===== src/hdl/cpjq_pkg.sv =====
// cpjq_pkg: shared types and constants for the cost priority job queue.
// Used by the channel interfaces, the queue cell and the top level.
`timescale 1ns / 1ps
`default_nettype none

package cpjq_pkg;

    localparam int unsigned DEPTH_DEFAULT = 64;
    localparam int unsigned ID_W          = 16;
    localparam int unsigned COST_W        = 32;
    localparam int unsigned OCC_W         = 7;

    // action codes on the job channel
    localparam logic ACT_INSERT = 1'b0;
    localparam logic ACT_REMOVE = 1'b1;

    // one stored job
    typedef struct packed {
        logic              valid;
        logic [COST_W-1:0] cost;
        logic [ID_W-1:0]   id;
    } t_entry;

    // command broadcast to every cell
    typedef struct packed {
        logic              ins;
        logic              rem;
        logic [COST_W-1:0] cost;
        logic [ID_W-1:0]   id;
    } t_ctl;

endpackage

`default_nettype wire


===== src/hdl/cpjq_cell.sv =====
// cpjq_cell: one slot of the sorted job chain; compares the broadcast cost
// and shifts with its neighbors. Depends on cpjq_pkg.
`timescale 1ns / 1ps
`default_nettype none

module cpjq_cell import cpjq_pkg::*; (
    input  wire logic   i_clk,
    input  wire logic   i_rst_n,
    input  wire t_ctl   i_ctl,
    input  wire t_entry i_up,      // neighbor toward the head (higher cost)
    input  wire logic   i_up_lt,   // neighbor's compare flag (its o_lt)
    input  wire t_entry i_dn,      // neighbor toward the tail (lower cost)
    output      t_entry o_entry,
    output      logic   o_lt
);

    t_entry r_entry;
    t_entry n_entry;

    // new job lands below every held job of cost >= its own
    assign o_lt = !r_entry.valid || (r_entry.cost < i_ctl.cost);

    always_comb begin
        n_entry = r_entry;
        if (i_ctl.ins && o_lt) begin
            if (i_up_lt) begin
                n_entry = i_up;
            end else begin
                n_entry.valid = 1'b1;
                n_entry.cost  = i_ctl.cost;
                n_entry.id    = i_ctl.id;
            end
        end else if (i_ctl.rem) begin
            n_entry = i_dn;
        end
    end

    // payload carries no reset; only the valid flag is cleared
    always_ff @(posedge i_clk) begin
        r_entry.cost <= n_entry.cost;
        r_entry.id   <= n_entry.id;
        if (!i_rst_n) begin
            r_entry.valid <= 1'b0;
        end else begin
            r_entry.valid <= n_entry.valid;
        end
    end

    assign o_entry = r_entry;

endmodule

`default_nettype wire


===== config.mk =====
export PLATFORM = sky130hd
export DESIGN_NAME = cpjq_cell
export DESIGN_NICKNAME = d
export VERILOG_FILES = /design/src/hdl/cpjq_pkg.sv /design/src/hdl/cpjq_cell.sv
export SDC_FILE = /design/constraint.sdc
export NUM_CORES = 1
export LEC_CHECK = 0
export ABC_CLOCK_PERIOD_IN_PS = 4300
export BUFFER_PORTS_ARGS = -buffer_cell sky130_fd_sc_hd__buf_4
export CAP_MARGIN = 15
export CORE_AREA = 2 2 93 95
export DETAILED_ROUTE_END_ITERATION = 10
export DIE_AREA = 0 0 95 97
export PLACE_DENSITY = 0.82
export SLEW_MARGIN = 10
export SYNTH_ARGS = -nofsm -noshare
export SYNTH_HDL_FRONTEND = slang
export SYNTH_SLANG_ARGS = --single-unit

===== constraint.sdc =====
create_clock -name i_clk -period 4.3 [get_ports i_clk]
set_clock_uncertainty 0.15 [all_clocks]
set_input_delay 0.645 -clock i_clk [delete_from_list [all_inputs] [get_ports i_clk]]
set_output_delay 0.645 -clock i_clk [all_outputs]
set_load 0.1 [all_outputs]

==> results.rst <==
.. list-table::
   :header-rows: 1

   * - Metric
     - Value
   * - Kind of critical path
     - in2out
   * - Type of origin of the critical path
     - primary input
   * - Endpoint of the lowest-slack register-to-register path
     - o_entry[4]
   * - Result of the run
     - complete, no violations
   * - Number of nets in the final layout
     - 688
   * - Worst hold path type
     - in2reg
   * - Width of the die
     - 95 µm
   * - Number of antenna violations at the first check in global routing
     - 0
   * - All-layer global routing usage
     - around 20%
   * - Worst path required time
     - 3.50 ns
   * - Routed WL per cell
     - roughly 16 µm
   * - Global-route wire length before repair
     - about 15000 µm
   * - Clock-pin slew of the registers on the worst-case setup and hold paths
     - 0.09 ns
   * - Warnings from Yosys
     - 0
   * - Hold Violations, Final
     - 0
   * - Top FF cell, synth
     - edfxtp_1
   * - Final worst-path setup slack
     - between 0.9 and 1 ns
   * - Unrepaired setup endpoints after global routing
     - no
   * - Top cell type's share of synthesized area
     - between 40% and 50%
   * - Most instantiated cells after synthesis
     - 48 x edfxtp_1, 48 x mux2_4, 40 x nand2_1
   * - Count of standard-cell rows
     - 33
   * - Internal power
     - approximately 1.0 mW
   * - Register-to-register setup slack
     - about 1.2 ns
   * - Cells after Synth
     - slightly above 300
   * - Count of cells resized by post-cts repair
     - 0
   * - Later-pin clock latency in the skew report
     - 0.29 ns
   * - Final setup violation count
     - 0
   * - Number of flops mapped to enable cells by yosys
     - 48
   * - Time the final worst path needs with I/O delays and setup
     - roughly 3.4 ns
   * - Headroom to the max-slew limit
     - approximately half
   * - Pre-CTS worst setup slack
     - ~0.84 ns
   * - Endpoint arrival time on the critical path
     - 2.60 ns
   * - GRT busiest layer
     - met2
   * - Synthesized net count
     - roughly 500
   * - ANT nets after route
     - 0
   * - Post-synthesis async set-or-reset flop share
     - 0%
   * - Critical Path End Type
     - output pin
   * - # clock sinks
     - 49
   * - Detailed Route WL
     - slightly below 10000 µm
   * - Core region area
     - about 8100 µm²
   * - Net switching component of the power
     - 0.7952 mW
   * - Count of cell types in the netlist
     - 30
   * - Sequential share of power
     - approximately a third
   * - Ratio of total power to cell area
     - 350.0 nW/µm²
   * - Max Clock Freq
     - 0.2947 GHz
   * - Buffers added on ports
     - 200
   * - Maximum number of pins on one net before global-route repair
     - 81
   * - Overall overflow remaining after global route
     - 0
   * - Share of synthesized area occupied by flip-flops and latches
     - about two fifths
   * - Maxcap violations
     - 0
   * - Hold bufs inserted after CTS
     - 0
   * - Slew Viols, Final
     - 0
   * - H-tree Lvls
     - 2
   * - Startpoint of the lowest-slack register-to-register path
     - o_entry[43]
   * - Beginning of the critical path
     - i_ctl[43]
   * - Fraction of power spent switching nets
     - around 43%
   * - Clk network pwr share
     - between 15 and 20%
   * - Die area
     - just over 9000 µm²
   * - Accumulated negative setup slack
     - 0 ns
   * - Buffer cell driving the clock tree root
     - clkbuf_8
   * - Hold-critical path depth
     - 3
   * - Gpl congestion
     - between 0.7 and 0.8
   * - Met2 usage in global routing
     - between 30% and 40%
   * - Transition time of the tightest slew-check pin
     - 0.7500 ns
   * - Leakage power total
     - about 2.6 nW
   * - Register bit count reported by yosys
     - 49
   * - Vias in the first global route
     - between 3000 and 4000
   * - Synth-to-Final Area Change
     - 46.89%
   * - Number of top-level pins
     - between 200 and 250
   * - Finished Core Util
     - about two thirds
   * - Worst IR drop on VDD
     - roughly 0.18 mV
   * - Dominant cell type by area after synthesis
     - edfxtp_1
   * - Summed instance area of the synthesized netlist
     - 3583 µm²
   * - Crit share post-route
     - 78.91%
   * - Number of cells on the worst reg-to-reg path
     - 8
   * - Routing usage on met1
     - 21.57%
   * - Total CTS buffers
     - 5
   * - Flip-flop count of the largest register, all copies and words added
     - ~50
   * - Endpoint of the worst setup timing path
     - o_lt
   * - Power share of the combinational group
     - approximately 51%
   * - Die Ht
     - between 90 and 100 µm
   * - Placed wire-length estimate
     - between 7000 and 8000 µm
   * - Via Count
     - 3075
   * - Average footprint of a synthesized cell
     - roughly 12 µm²
   * - Met3 routing resource usage after global routing
     - 4.517%
   * - Largest cells by area after synthesis
     - edfxtp_1 40%, mux2_4 20%, ha_1 11%, mux2_2 5.3%, o21ai_0 5.2%
   * - Iter 0 DRT Violations
     - 53
   * - Largest fanout on the critical path
     - 3
   * - Number of remaining DRC errors
     - 0
   * - Initial DRT Pass Iterations
     - 4
   * - Starting Density
     - ~44%
   * - Number of vias per cell after detailed routing
     - about 5.0
   * - Max clock buf depth
     - 2
   * - Buffers inserted by post-CTS timing repair
     - 0
   * - Number of antenna repair diodes
     - 0
   * - CTS tree
     - done
   * - Fraction of final layout cells sized beyond drive strength 1
     - 54.64%
area by class of cell:
type / instances / area, µm²
clock buffer: 8 / 90.09
fill: 638 / 2870
inverter: 33 / 123.9
multi-input combinational: 214 / 1908
sequential: 49 / 1461
tap: 105 / 131.4
timing repair buffer: 203 / 1549
cells by family after synthesis:
family	count (synthesis)	share of synthesized area, %
multiplexers	66	25.73
AO/OA/AOI/OAI	61	9.567
buffers and inverters	47	5.971
AND/OR/NAND/NOR	56	7.123
flip-flops	49	40.78
adder cells (fa/ha/maj)	31	10.82
per-stage QoR:
step	hold slack, ns	cells	instance area (µm²)	total power [mW]
after global routing	0.4829	612	5264	1.920
after global placement	0.4746	604	5174	1.559
after floorplan	0.6588	310	3583	1.322
final	0.4854	612	5264	1.842
after CTS	0.4802	612	5264	1.854
after detailed placement	0.5014	604	5174	1.578
worst max-delay path, stage by stage:
cell and delay (ns):
buf_4 0.08, inv_1 0.05, ha_1 0.31, nand2_1 0.06, o21ai_1 0.21, a211oi_1 0.09
o41ai_1 0.74, nor2_1 0.14, buf_4 0.27
power by group through the flow:
stage	Combinational [mW]	Sequential [mW]	Clock, mW
after CTS	0.939	0.631	0.284
after global routing	0.980	0.638	0.302
final	0.934	0.631	0.278
after floorplan	0.260	1.06	0
after detailed placement	0.936	0.642	0
after global placement	0.921	0.638	0
cell usage in the layout (no fill, tap or decap), drive strengths merged, types with 3 or more instances in the layout:
cell type,n
buf,203
mux2,65
edfxtp,48
nand2,40
o21ai,38
inv,33
ha,31
a21oi,13
clkbuf,8
nand4,3
nor2,3
routing by layer:
metal,up-vias,part of all wire [%]
met1,1420,36
met2,127,54
li1,1510,-
met5,-,0
met4,0,2.2
met3,18,6.9
worst min path at each step:
stage	end	start	slack, ns
2_1_floorplan	o_entry[48]	i_rst_n	0.66
3_3_place_gp	o_entry[48]	o_entry[48]	0.47
3_5_place_dp	o_entry[48]	o_entry[48]	0.50
4_1_cts	o_entry[48]	i_rst_n	0.48
5_1_grt	o_entry[2]	i_dn[2]	0.48
6_report	o_entry[48]	i_rst_n	0.49
No activity file was read; power rests on OpenSTA's default activity.
